==> config.mk <==
export PLATFORM = sky130hd
export DESIGN_NAME = hvbr_ram
export DESIGN_NICKNAME = d
export VERILOG_FILES = /design/src/sv/hvbr_ram.sv
export SDC_FILE = /design/constraint.sdc
export NUM_CORES = 1
export LEC_CHECK = 0
export ABC_AREA = 1
export ABC_CLOCK_PERIOD_IN_PS = 1050
export BUFFER_PORTS_ARGS = -buffer_cell sky130_fd_sc_hd__buf_2
export CAP_MARGIN = 20
export CORE_UTILIZATION = 55
export DETAILED_ROUTE_END_ITERATION = 8
export PLACE_DENSITY = 0.78
export RECOVER_POWER = 50
export SYNTH_ARGS = -nofsm -noshare
export SYNTH_HDL_FRONTEND = slang
export SYNTH_SLANG_ARGS = --single-unit
export TNS_END_PERCENT = 1
==> constraint.sdc <==
create_clock -name clk -period 1.05 [get_ports clk]
set_input_delay 0.105 -clock clk [delete_from_list [all_inputs] [get_ports clk]]
set_output_delay 0.105 -clock clk [all_outputs]
set_load 0.02 [all_outputs]
==> src/sv/hvbr_ram.sv <==
`default_nettype none

module hvbr_ram #(
	parameter int unsigned WIDTH = 8,
	parameter int unsigned DEPTH = 16,
	localparam int unsigned AW = $clog2(DEPTH)
) (
	input  wire logic             clk,
	input  wire logic             we,
	input  wire logic [AW-1:0]    waddr,
	input  wire logic [WIDTH-1:0] wdata,
	input  wire logic             re,
	input  wire logic [AW-1:0]    raddr,
	output logic      [WIDTH-1:0] rdata
);

	logic [WIDTH-1:0] mem [DEPTH];

	always_ff @(posedge clk) begin
		if (we) begin
			mem[waddr] <= wdata;
		end
		if (re) begin
			rdata <= mem[raddr];
		end
	end

endmodule

`default_nettype wire

==> flow_metrics.py, run 1 <==
metrics = {
    "global_routing": {
        "grt_pass1_wl_um": 21600,
        "grt_usage_pct": 27.2,
        "grt_overflow": 0,
        "antenna_found_initial": 0,
        "grt_pass1_vias": 4155,
        "grt_max_degree": 26,
    },
    "synthesis": {
        "syn-num-nets": 570,
        "synth.avg_cell_area_sq_um": 10.6,
        "seq_area_frac_synth_pct": 69.8,
        "synth_top_family_by_area": "simple AND/OR/NAND/NOR gates",
        "synth_compound_area_share_pct": 0,
        "synthTopCellsByArea": "edfxtp_1 70%, nand2_1 11%, nand3_1 8.3%",
        "yosysUniqueCellTypes": 11,
        "synth_fa_ha_area_share_pct": 0,
        "synth_xor_area_share_pct": 0,
        "yosysTopAreaCellShare_pct": 69.8,
        "syn_inst": 551,
        "synth-simple-area-share_pct": 20.8,
        "synth_seq_cells": 136,
        "yosys.area.top_type": "edfxtp_1",
        "syn-cell-area_sq_um": 5850,
        "yosys_warnings": 0,
        "synth.area.mux_share_pct": 0,
    },
    "die": {
        "fp.coreArea_sq_um": 10300,
        "die_w_um": 105,
        "placementRows": 37,
        "initial_utilization_pct": 56.6,
        "io_pins": 27,
        "die_h_um": 105,
        "dieArea_sq_um": 11000,
    },
    "worst_setup_path": {
        "cpMaxStageDelayCell": "edfxtp_1",
        "cpLargestDelayFamily": "flip-flops",
        "startpoint_type": "flop",
        "rr_worst_depth": 6,
        "cp_num_buf_inv": 1,
        "cp_max_fo": 1,
        "slowest_delay_ps": 450,
        "required_ps": 940,
        "critical_path.endpoint_type": "output pin",
        "r2r_slack_ps": -80,
        "crit_chain": "buf_6",
        "r2r-end": "rdata[6]$_DFFE_PP_",
        "reg2reg_from": "mem[12][6]$_DFFE_PP_",
        "path_class": "flop to output pin",
        "crit_arrival_ps": 1140,
    },
    "min_path": {
        "hp-start": "raddr[3]",
        "holdPathStages": 4,
        "hold_path_class": "input pin to flop",
        "hold_path_end": "rdata[1]$_DFFE_PP_",
    },
    "timing": {
        "min_period_ps": 1240,
        "rsz0062_at_grt": "yes",
        "drv_slew": 0,
        "skew_ps": 7.55,
        "finalWorstSetupSlack_ps": -195,
        "post-route-period-util_pct": 119,
        "slew_headroom_pct": 38.1,
        "tns_ps": -1220,
        "worstMarginPinSlew_ps": 928,
        "setup_viol": 15,
        "fmax_mhz": 803,
        "finalHoldViolCount": 0,
    },
    "job": {
        "maxCapViolations": 0,
    },
    "cts": {
        "tritoncts": "done",
        "clk_pin_slew_ps": 60,
        "clock-sinks": 136,
        "htreeDepth": 4,
        "clockRootBuffer": "clkbuf_8",
        "clockBufferDepth": 2,
        "clk_latency_ps": 510,
        "numCtsBuffers": 17,
    },
    "placed_design": {
        "hpwl_um": 8500,
        "place_congestion": 0.910,
        "port_buffers": 26,
        "dpl.cell_count": 727,
    },
    "final_layout": {
        "fin_cells": 764,
        "fin_util_pct": 69.1,
        "seqCellArea_sq_um": 4080,
        "antennaDiodeCount": 0,
        "drive_above_1_share_pct": 17.2,
        "synthToLayoutAreaGrowth_pct": 22.0,
        "nets": 634,
        "multiInputGateArea_sq_um": 1380,
        "nFillCells": 756,
    },
    "status": {
        "violations": "negative setup slack",
        "status": "complete, but fails checks",
    },
    "route": {
        "drt_iter0_drc": 401,
        "first_pass_iters": 5,
        "antenna_left": 0,
        "wl_per_cell_um": 18.1,
        "route.detailed.drc": 0,
        "via_per_inst": 5.38,
        "drt-total-wl_um": 13900,
        "vias": 4113,
    },
    "power_and_ir_drop": {
        "ir_worst_vdd_mv": 1.06,
        "power.density_nw_per_um2": 1790,
        "power_leakage_nw": 3.07,
    },
}
==> cell type report <==
cell class | instances | area share [%]
Clock buffer | 21 | 6.02
Inverter | 102 | 5.37
Multi-Input combinational cell | 289 | 19.3
Clock inverter | 11 | 1.82
Sequential cell | 136 | 57.3
Timing Repair Buffer | 69 | 7.79
Tap cell | 136 | 2.39
==> routing by layer <==
metal	vias up	part of all wire [%]	global-route usage, %
met3	22	7.2	6.61
met1	1974	40	34.8
met4	0	2.2	11.6
li1	1915	-	-
met5	-	0	0
met2	202	51	44.6
==> synthesized netlist by cell type, drive strengths merged <==
master	instances
nand3b	2
nor2	17
inv	102
nand2	173
edfxtp	136
buf	24
nand3	97
==> where the power goes <==
| part | internal [mW] | leakage [nW] | total (mW) | switching (mW) |
|---|---|---|---|---|
| clock network | 3.57 | 0.266 | 5.62 | 2.05 |
| logic | 0.329 | 1.57 | 0.952 | 0.623 |
| registers | 6.12 | 1.24 | 6.16 | 0.0368 |
==> cell usage in the layout (no fill, tap or decap) <==
cell and instances:
nand3_2 32, clkinvlp_4 2, buf_4 17, edfxtp_1 136, buf_2 16, inv_2 2, clkbuf_1 20, nand3_1 65
clkinv_1 4, dlygate4sd3_1 5, buf_6 2, nand2_1 171, clkbuf_2 3, inv_1 100, nand3b_1 2, nand2_2 2
clkbuf_8 1, bufinv_16 3, nor2_1 17, clkinv_2 2, buf_12 10, clkbuf_16 16
==> state kept, by name, indices dropped and copies added (netlist names) <==
register  count
mem         128
rdata         8
==> cell families after synthesis <==
kind of cell | after synthesis
buffers and inverters | 126
flip-flops | 136
AND/OR/NAND/NOR | 289
==> per-stage QoR <==
step	hold WS [ps]	instance area [sq um]	setup WS [ps]	power, mW
finish	127	7130	-195	12.7
CTS	6.90	7090	-198	12.7
floorplan	204	5850	-5.84	6.72
global placement	472	6390	-278	7.09
global route	109	7130	-218	13.1
detailed placement	481	6390	-332	7.13
==> worst max-delay path by stage <==
stage | cells after the start | to | from | slack [ps]
2_1_floorplan | 2 | mem[4][0]$_DFFE_PP_ | waddr[3] | -6
3_3_place_gp | 8 | rdata[6]$_DFFE_PP_ | raddr[0] | -280
3_5_place_dp | 8 | rdata[6]$_DFFE_PP_ | raddr[0] | -330
4_1_cts | 1 | rdata[7] | rdata[7]$_DFFE_PP_ | -200
5_1_grt | 1 | rdata[7] | rdata[7]$_DFFE_PP_ | -220
6_report | 1 | rdata[7] | rdata[7]$_DFFE_PP_ | -190
==> repair_timing <==
| action | 4_1_cts | 5_1_grt |
|---|---|---|
| gates resized for setup | 18 | 20 |
| hold endpoints to repair | 44 | 0 |
| buffers inserted | 0 | 0 |
| endpoints found under the setup margin | 16 | 16 |
| hold buffers | 5 | 0 |
| cloned | 0 | 0 |
| pin swaps | 6 | 6 |
Power figures use the tool's default switching activity.
==> inputs of run 2 (changes only) <==
Settings changed: REMOVE_ABC_BUFFERS set to 1.
==> run 2 against run 1 <==
Critical endpoint is now rdata[2]. Combinational power down 10%. Sequential power about the same. Fmax is 0.76% lower. Power is 0.36% higher. The run still ends with negative setup slack left. Clock-buffer cell count decreased by 3. Register-to-register slack gained 20 ps. Highest routed layer unchanged. Global-route usage shrank 0.93 points. Flip-flop and latch count unchanged. Sequential share of layout area up 1.2 points.
==> flow_metrics.py, run 2 (same netlist as run 1, synthesis figures left out) <==
metrics = {
    "global_routing": {
        "grt_pass1_wl_um": 21000,
        "grt_max_degree": 65,
        "grt_usage_pct": 26.3,
        "grt_pass1_vias": 4119,
        "grt_overflow": 0,
        "antenna_found_initial": 0,
    },
    "timing": {
        "finalHoldViolCount": 0,
        "fmax_mhz": 797,
        "tns_ps": -1310,
        "drv_slew": 0,
        "finalWorstSetupSlack_ps": -204,
        "post-route-period-util_pct": 119,
        "slew_headroom_pct": 57.9,
        "min_period_ps": 1250,
        "setup_viol": 16,
        "worstMarginPinSlew_ps": 631,
        "skew_ps": 4.98,
        "rsz0062_at_grt": "yes",
    },
    "min_path": {
        "hold_path_class": "input pin to flop",
        "hp-start": "raddr[3]",
    },
    "power_and_ir_drop": {
        "p_sw_mw": 2.79,
        "pwr-share-comb_pct": 6.7,
        "internal_power_mw": 9.98,
        "power.density_nw_per_um2": 1830,
        "ir_worst_vdd_mv": 1.18,
        "finalPower_mw": 12.8,
        "power_leakage_nw": 2.98,
        "swShare_pct": 21.9,
        "power_frac_seq_pct": 48.2,
        "p_clk_share_pct": 45.1,
    },
    "route": {
        "wl_met1_um": 5100,
        "routed-wl-met3_um": 937,
        "routed.top_layer": "met4",
        "route.met2.wl_um": 6880,
        "antenna_left": 0,
        "route.detailed.drc": 0,
        "drt-total-wl_um": 13300,
        "first_pass_iters": 5,
        "drt_iter0_drc": 408,
        "via_per_inst": 5.36,
        "vias": 4050,
        "wl_per_cell_um": 17.5,
    },
    "final_layout": {
        "most-common-layout-cells": "171 x nand2_1, 136 x edfxtp_1, 99 x inv_1",
        "layout_commonest_cell": "nand2_1",
        "top_regs": "mem: 128 flops, rdata: 8 flops",
        "regMostFlops": "mem",
        "seqCellArea_sq_um": 4080,
        "synthToLayoutAreaGrowth_pct": 19.5,
        "final_area_sq_um": 6980,
        "antennaDiodeCount": 0,
        "nets": 626,
        "largest_reg_flops": 128,
        "nFillCells": 732,
        "drive_above_1_share_pct": 15.0,
        "multiInputGateArea_sq_um": 1340,
    },
    "status": {
        "violations": "negative setup slack",
        "status": "complete, but fails checks",
    },
    "worst_setup_path": {
        "crit_chain": "buf_6",
        "startpoint_type": "flop",
        "cpLargestDelayFamily": "flip-flops",
        "cp_max_fo": 1,
        "startpoint": "rdata[2]$_DFFE_PP_",
        "critical_path.endpoint_type": "output pin",
        "cpMaxStageDelayCell": "edfxtp_1",
        "slowest_delay_ps": 460,
        "cp_num_buf_inv": 1,
        "path_class": "flop to output pin",
        "required_ps": 940,
        "crit_arrival_ps": 1150,
        "reg2reg_from": "mem[13][7]$_DFFE_PP_",
    },
    "cts": {
        "clk_latency_ps": 510,
        "clockBufferDepth": 2,
        "clk_pin_slew_ps": 60,
        "tritoncts": "done",
        "clockRootBuffer": "clkbuf_8",
        "post-cts-setup-buffer-count": 0,
        "numCtsBuffers": 17,
        "clock-sinks": 136,
        "htreeDepth": 4,
    },
    "die": {
        "die_h_um": 105,
        "die_w_um": 105,
        "fp.coreArea_sq_um": 10300,
        "io_pins": 27,
        "dieArea_sq_um": 11000,
        "placementRows": 37,
        "initial_utilization_pct": 56.6,
    },
    "job": {
        "maxCapViolations": 0,
    },
    "placed_design": {
        "dpl-instance-area_sq_um": 6240,
        "hpwl_um": 8040,
        "port_buffers": 26,
        "pre_cts_ws_ps": -213,
        "place_congestion": 0.846,
    },
}
run 2: changes by cell type in the layout (fill, tap and decap cells not counted), sizes merged:
cell         change
buf             -13
clkbuf           -2
dlygate4sd3      +4
clkinv           +2
clkinvlp         +1
run 2: timing repair:
item	CTS	global route
setup endpoints to repair	16	16
hold buffers	9	0
gates resized for setup	14	18
pin swaps	7	4
endpoints found under the hold margin	132	0
run 2: layout make-up:
type                            count  share of cell area, %
Tap cell                          136                   2.44
Sequential cell                   136                   58.5
Clock inverter                     14                   2.26
Timing Repair Buffer               61                   6.13
Multi-Input combinational cell    289                   19.2
Clock buffer                       18                   5.98
Inverter                          102                   5.48
run 2: final timing paths:
kind | slack, ps | to | cells after the start
min | 130 | rdata[6]$_DFFE_PP_ | 4
max reg2reg | -60 | rdata[7]$_DFFE_PP_ | 6
max | -200 | rdata[2] | 1
min reg2reg | 760 | rdata[1]$_DFFE_PP_ | 6
run 2: routing by layer:
metal / vias to the layer above / GRT usage [%]
met4: 0 / 14.8
met2: 189 / 44.5
li1: 1894 / -
met3: 25 / 5.68
met1: 1942 / 31.2
met5: - / 0
run 2: power by group through the flow:
stage	Combinational [mW]	Clock [mW]	Sequential, mW
final	0.856	5.76	6.16
after global routing	0.933	6.03	6.17
after CTS	0.835	5.78	6.16
after detailed placement	0.771	0	6.27
after global placement	0.745	0	6.26
after floorplan	0.328	0	6.29
run 2: stage by stage:
step	hold WS (ps)	util, %	std cells
floorplan	204	-	527
global placement	496	60.4	715
detailed placement	509	60.4	715
CTS	120	67.5	756
global route	137	67.7	756
finish	135	67.7	756
